==> config.mk <==
export PLATFORM = sky130hd
export DESIGN_NAME = ctc_fifo
export DESIGN_NICKNAME = d
export VERILOG_FILES = /design/src/sv/ctc_pkg.sv /design/src/sv/ctc_fifo.sv
export SDC_FILE = /design/constraint.sdc
export NUM_CORES = 1
export LEC_CHECK = 0
export BUFFER_PORTS_ARGS = -buffer_cell sky130_fd_sc_hd__clkbuf_2
export CAP_MARGIN = 20
export CORE_ASPECT_RATIO = 1.1
export CORE_UTILIZATION = 50
export CTS_CLUSTER_SIZE = 28
export DETAILED_ROUTE_END_ITERATION = 8
export PLACE_DENSITY = 0.81
export SLEW_MARGIN = 15
export SYNTH_ARGS = -nofsm -noshare
export SYNTH_HDL_FRONTEND = slang
export SYNTH_SLANG_ARGS = --single-unit
==> constraint.sdc <==
create_clock -name clk -period 1.77 [get_ports clk]
set_input_delay 0.4425 -clock clk [delete_from_list [all_inputs] [get_ports clk]]
set_output_delay 0.4425 -clock clk [all_outputs]
set_load 0.05 [all_outputs]
==> src/sv/ctc_pkg.sv <==
// shared constants, status codes and types of the time-to-collision block
// no dependencies
package ctc_pkg;

  localparam int POS_WIDTH_DEF = 24;
  localparam int VEL_WIDTH_DEF = 16;
  localparam int FRAC_BITS_DEF = 8;
  localparam int RAD_WIDTH     = 20;
  localparam int TIME_WIDTH    = 24;
  localparam int STATUS_WIDTH  = 3;
  localparam int QUEUE_DEPTH   = 4;

  typedef logic [STATUS_WIDTH-1:0] status_t;

  localparam status_t ST_HIT     = 3'd0;
  localparam status_t ST_OVERLAP = 3'd1;
  localparam status_t ST_MISS    = 3'd2;
  localparam status_t ST_RECEDE  = 3'd3;
  localparam status_t ST_STILL   = 3'd4;

  // queue state seen by the front and back halves
  typedef struct packed {
    logic full;
    logic empty;
  } q_stat_t;

  function automatic int max_int(input int a, input int b);
    return (a > b) ? a : b;
  endfunction

endpackage

==> src/sv/ctc_fifo.sv <==
// short queue between the front and back halves
// depends on ctc_pkg
module ctc_fifo import ctc_pkg::*; #(
  parameter int W = 8
) (
  input  logic         clk,
  input  logic         rst_n,
  input  logic         push,
  input  logic [W-1:0] din,
  input  logic         pop,
  output logic [W-1:0] dout,
  output q_stat_t      qs
);
  localparam int PW = $clog2(QUEUE_DEPTH);
  localparam int NW = $clog2(QUEUE_DEPTH + 1);

  logic [W-1:0]  mem_r [QUEUE_DEPTH];
  logic [PW-1:0] wr_ptr_r, rd_ptr_r;
  logic [NW-1:0] cnt_r;

  assign dout     = mem_r[rd_ptr_r];
  assign qs.full  = cnt_r == NW'(QUEUE_DEPTH);
  assign qs.empty = cnt_r == '0;

  always_ff @(posedge clk) begin
    if (!rst_n) begin
      wr_ptr_r <= '0;
      rd_ptr_r <= '0;
      cnt_r    <= '0;
    end else begin
      if (push) begin
        wr_ptr_r <= (wr_ptr_r == PW'(QUEUE_DEPTH - 1)) ? '0 : wr_ptr_r + 1'b1;
      end
      if (pop) begin
        rd_ptr_r <= (rd_ptr_r == PW'(QUEUE_DEPTH - 1)) ? '0 : rd_ptr_r + 1'b1;
      end
      if (push && !pop) begin
        cnt_r <= cnt_r + 1'b1;
      end else if (pop && !push) begin
        cnt_r <= cnt_r - 1'b1;
      end
    end
  end

  always_ff @(posedge clk) begin
    if (push) begin
      mem_r[wr_ptr_r] <= din;
    end
  end
endmodule

==> out/results.tsv <==
metric	value	unit
clk buf depth	2	
DIE AREA	0.003462	mm^2
critical path cell sequence	buf_6, mux4_2, buf_8	
CP delay by family, top	multiplexers	
Synth area leaders	edfxtp_1 (59%), dfxtp_1 (11%), mux4_2 (11%), ha_1 (4.6%), mux2i_1 (2.5%)	
Final Hold Viols	0	
Hold Slack	0.3099	ns
syn nets	105	
Netlist Area Pre-Place	0.001615	mm^2
initial antenna violation count	0	
Core Region	0.003048	mm^2
H-tree levels	2	
Initial Util	53.00	%
Clock Skews	0.004656	ns
crit path max fanout	4	
Sequential Power Share	56.9	%
Tot GR Track Use	15.61	%
endpoints failing setup	8	
DP Cell Count	146	
worst hold path class	input port to flip-flop	
Yosys top cell area share	59.49	%
Die X-Extent	56.20	um
setup repair bufs after CTS	0	
clock insertion delay at the later pin of the skew report	0.34	ns
via count	817	
status	finished, violations left	
# hold bufs at CTS	0	
CP bufs+invs	2	
global-route wire length before repair	3836	um
Leak	0.7344	nW
Overflow after GRT	0	
DRC errors left	0	
worst-margin pin slew	0.4321	ns
Clock power frac	22.4	%
register bit total from synthesis	41	
highest clock rate	505.9	MHz
I/O pins	22	
nets	138	
CTS sink cnt	41	
mean post-synth cell area	18.78	um^2
Final Core Density	64.08	%
Comb pwr share	20.7	%
final worst slack	-0.2066	ns
sequential element share of the synthesized area	70.64	%
P per Cell Area	1016	mW/mm^2
data required time at the worst endpoint	1.33	ns
post-place setup slack	-0.1375	ns
CTS tree	built	
vias per cell	5.305	
Net Sw Power	0.5635	mW
FF-to-FF setup slack	0.28	ns
cell with the most instances after synthesis	edfxtp_1	
Post-DP Area	0.001809	mm^2
vias in the first global route	841	
initial DRC count	13	
CTS buffer count	5	
Vert. Die Dim	61.61	um
fin. max-slew vios	0	
share of cells above drive strength 1	39.17	%
PortBufs	21	
Pre-antenna DRT Iters	4	
Layout Cells excl Fill	154	
Post-synth ARST share	0	%
Final Instance Area	0.001953	mm^2
Largest stage delay, worst path	0.53	ns
area leader, netlist	edfxtp_1	
Area Growth Syn to Fin	20.91	%
clock root cell	clkbuf_4	
largest net degree at the start of global routing	14	
synthesized instance count	86	
WS Path Type	flip-flop to output port	
Routed WL	2444	um
slowest CP cell	mux4_2	
post-synth cell types	20	
failing checks	negative setup slack	
min cycle time layout	1.977	ns
Syn. warnings	0	
HPWL after detailed placement	1730	um
RSZ-0062 raised after global routing	true	
WL/cell	15.87	um
CP Data Arrival Time	1.53	ns
CP Capture Type	output port	
startpoint types	flip-flop	
period utilisation layout	111.7	%
prevailing post-synth register cell	edfxtp_1	
sw frac	28.40	%
maximum vdd ir drop	670.1	uV
relative slew slack	71.19	%
Ant. Diodes	0	
RePlAce Congestion	0.6978	
number of synthesized flops with an enable pin	32	
Pint	1.421	mW
Post-synth top cells	edfxtp_1 (32), dfxtp_1 (9), mux4_2 (8), ha_1 (6)	
clk slew on worst S/H paths	0.12	ns
row count	21	
Final ANT Viol Nets	0	
Max-Cap Viols	0	
## cell families after synthesis
| family | synth area share, % |
|---|---|
| xor gates and xnor gates | 1.085 |
| AOI/OAI and AO/OA | 1.239 |
| adders and majority gates | 5.887 |
| and+or+nand+nor | 5.577 |
| muxes | 13.63 |
| buffers and inverters | 1.936 |
| DFF | 70.64 |
## state kept, by name, indices dropped and copies added, names as in the netlist, named ones only
register	flops
mem_r	32
cnt_r	3
rd_ptr_r	2
wr_ptr_r	2
## stage by stage
stage               TNS [ns]  power (mW)
CTS                   -1.752       1.992
detailed placement   -0.1375       1.506
global route          -1.961       2.071
finish                -1.509       1.984
floorplan                  0       1.409
global placement    -0.03040       1.490
## area by class of cell
cell class	count	area, um^2
multi-input combinational	39	452.9
timing repair buffer	28	245.2
sequential	41	1142
inverter	4	15.01
clock buffer	5	37.54
tap	34	42.54
clock inverter	3	17.52
fill	222	1095
## path summary, 6_finish.rpt
check	startpoint	to	cells after the start
setup / recovery	flip-flop	dout[0]	3
hold / removal	din[4]	mem_r[1][4]	1
setup reg to reg	cnt_r[0]	cnt_r[2]	4
hold reg to reg	cnt_r[2]	cnt_r[2]	2
## timing repair
action                                 in CTS  in global routing
endpoints found under the hold margin       0                  0
gates resized for setup                    19                  8
setup endpoints to repair                   8                  8
pin swaps                                   0                  0
## power groups by stage
stage	Clock [mW]	Sequential, mW	Combinational (mW)
global placement	0	1.15	0.344
global route	0.496	1.14	0.439
CTS	0.463	1.13	0.399
detailed placement	0	1.15	0.356
finish	0.445	1.13	0.410
floorplan	0	1.14	0.268
## routing by layer
layer,GRT usage (%),vias up,part of all wire [%]
met5,0,-,0
met4,7.317,0,1.8
met3,6.723,6,5.7
met2,26.87,24,52
met1,17.13,394,40
li1,-,393,-
## layout by cell type, fill, tap and decap left out, types with 2 or more instances in the layout
master	n
mux2i_1	4
nor2b_1	5
buf_8	8
clkinv_2	2
buf_4	5
ha_1	6
mux4_2	8
and2_1	5
dfxtp_1	8
inv_1	4
buf_6	2
edfxtp_1	32
clkbuf_2	13
clkbuf_4	5
No activity file was read; power rests on OpenSTA's default activity.
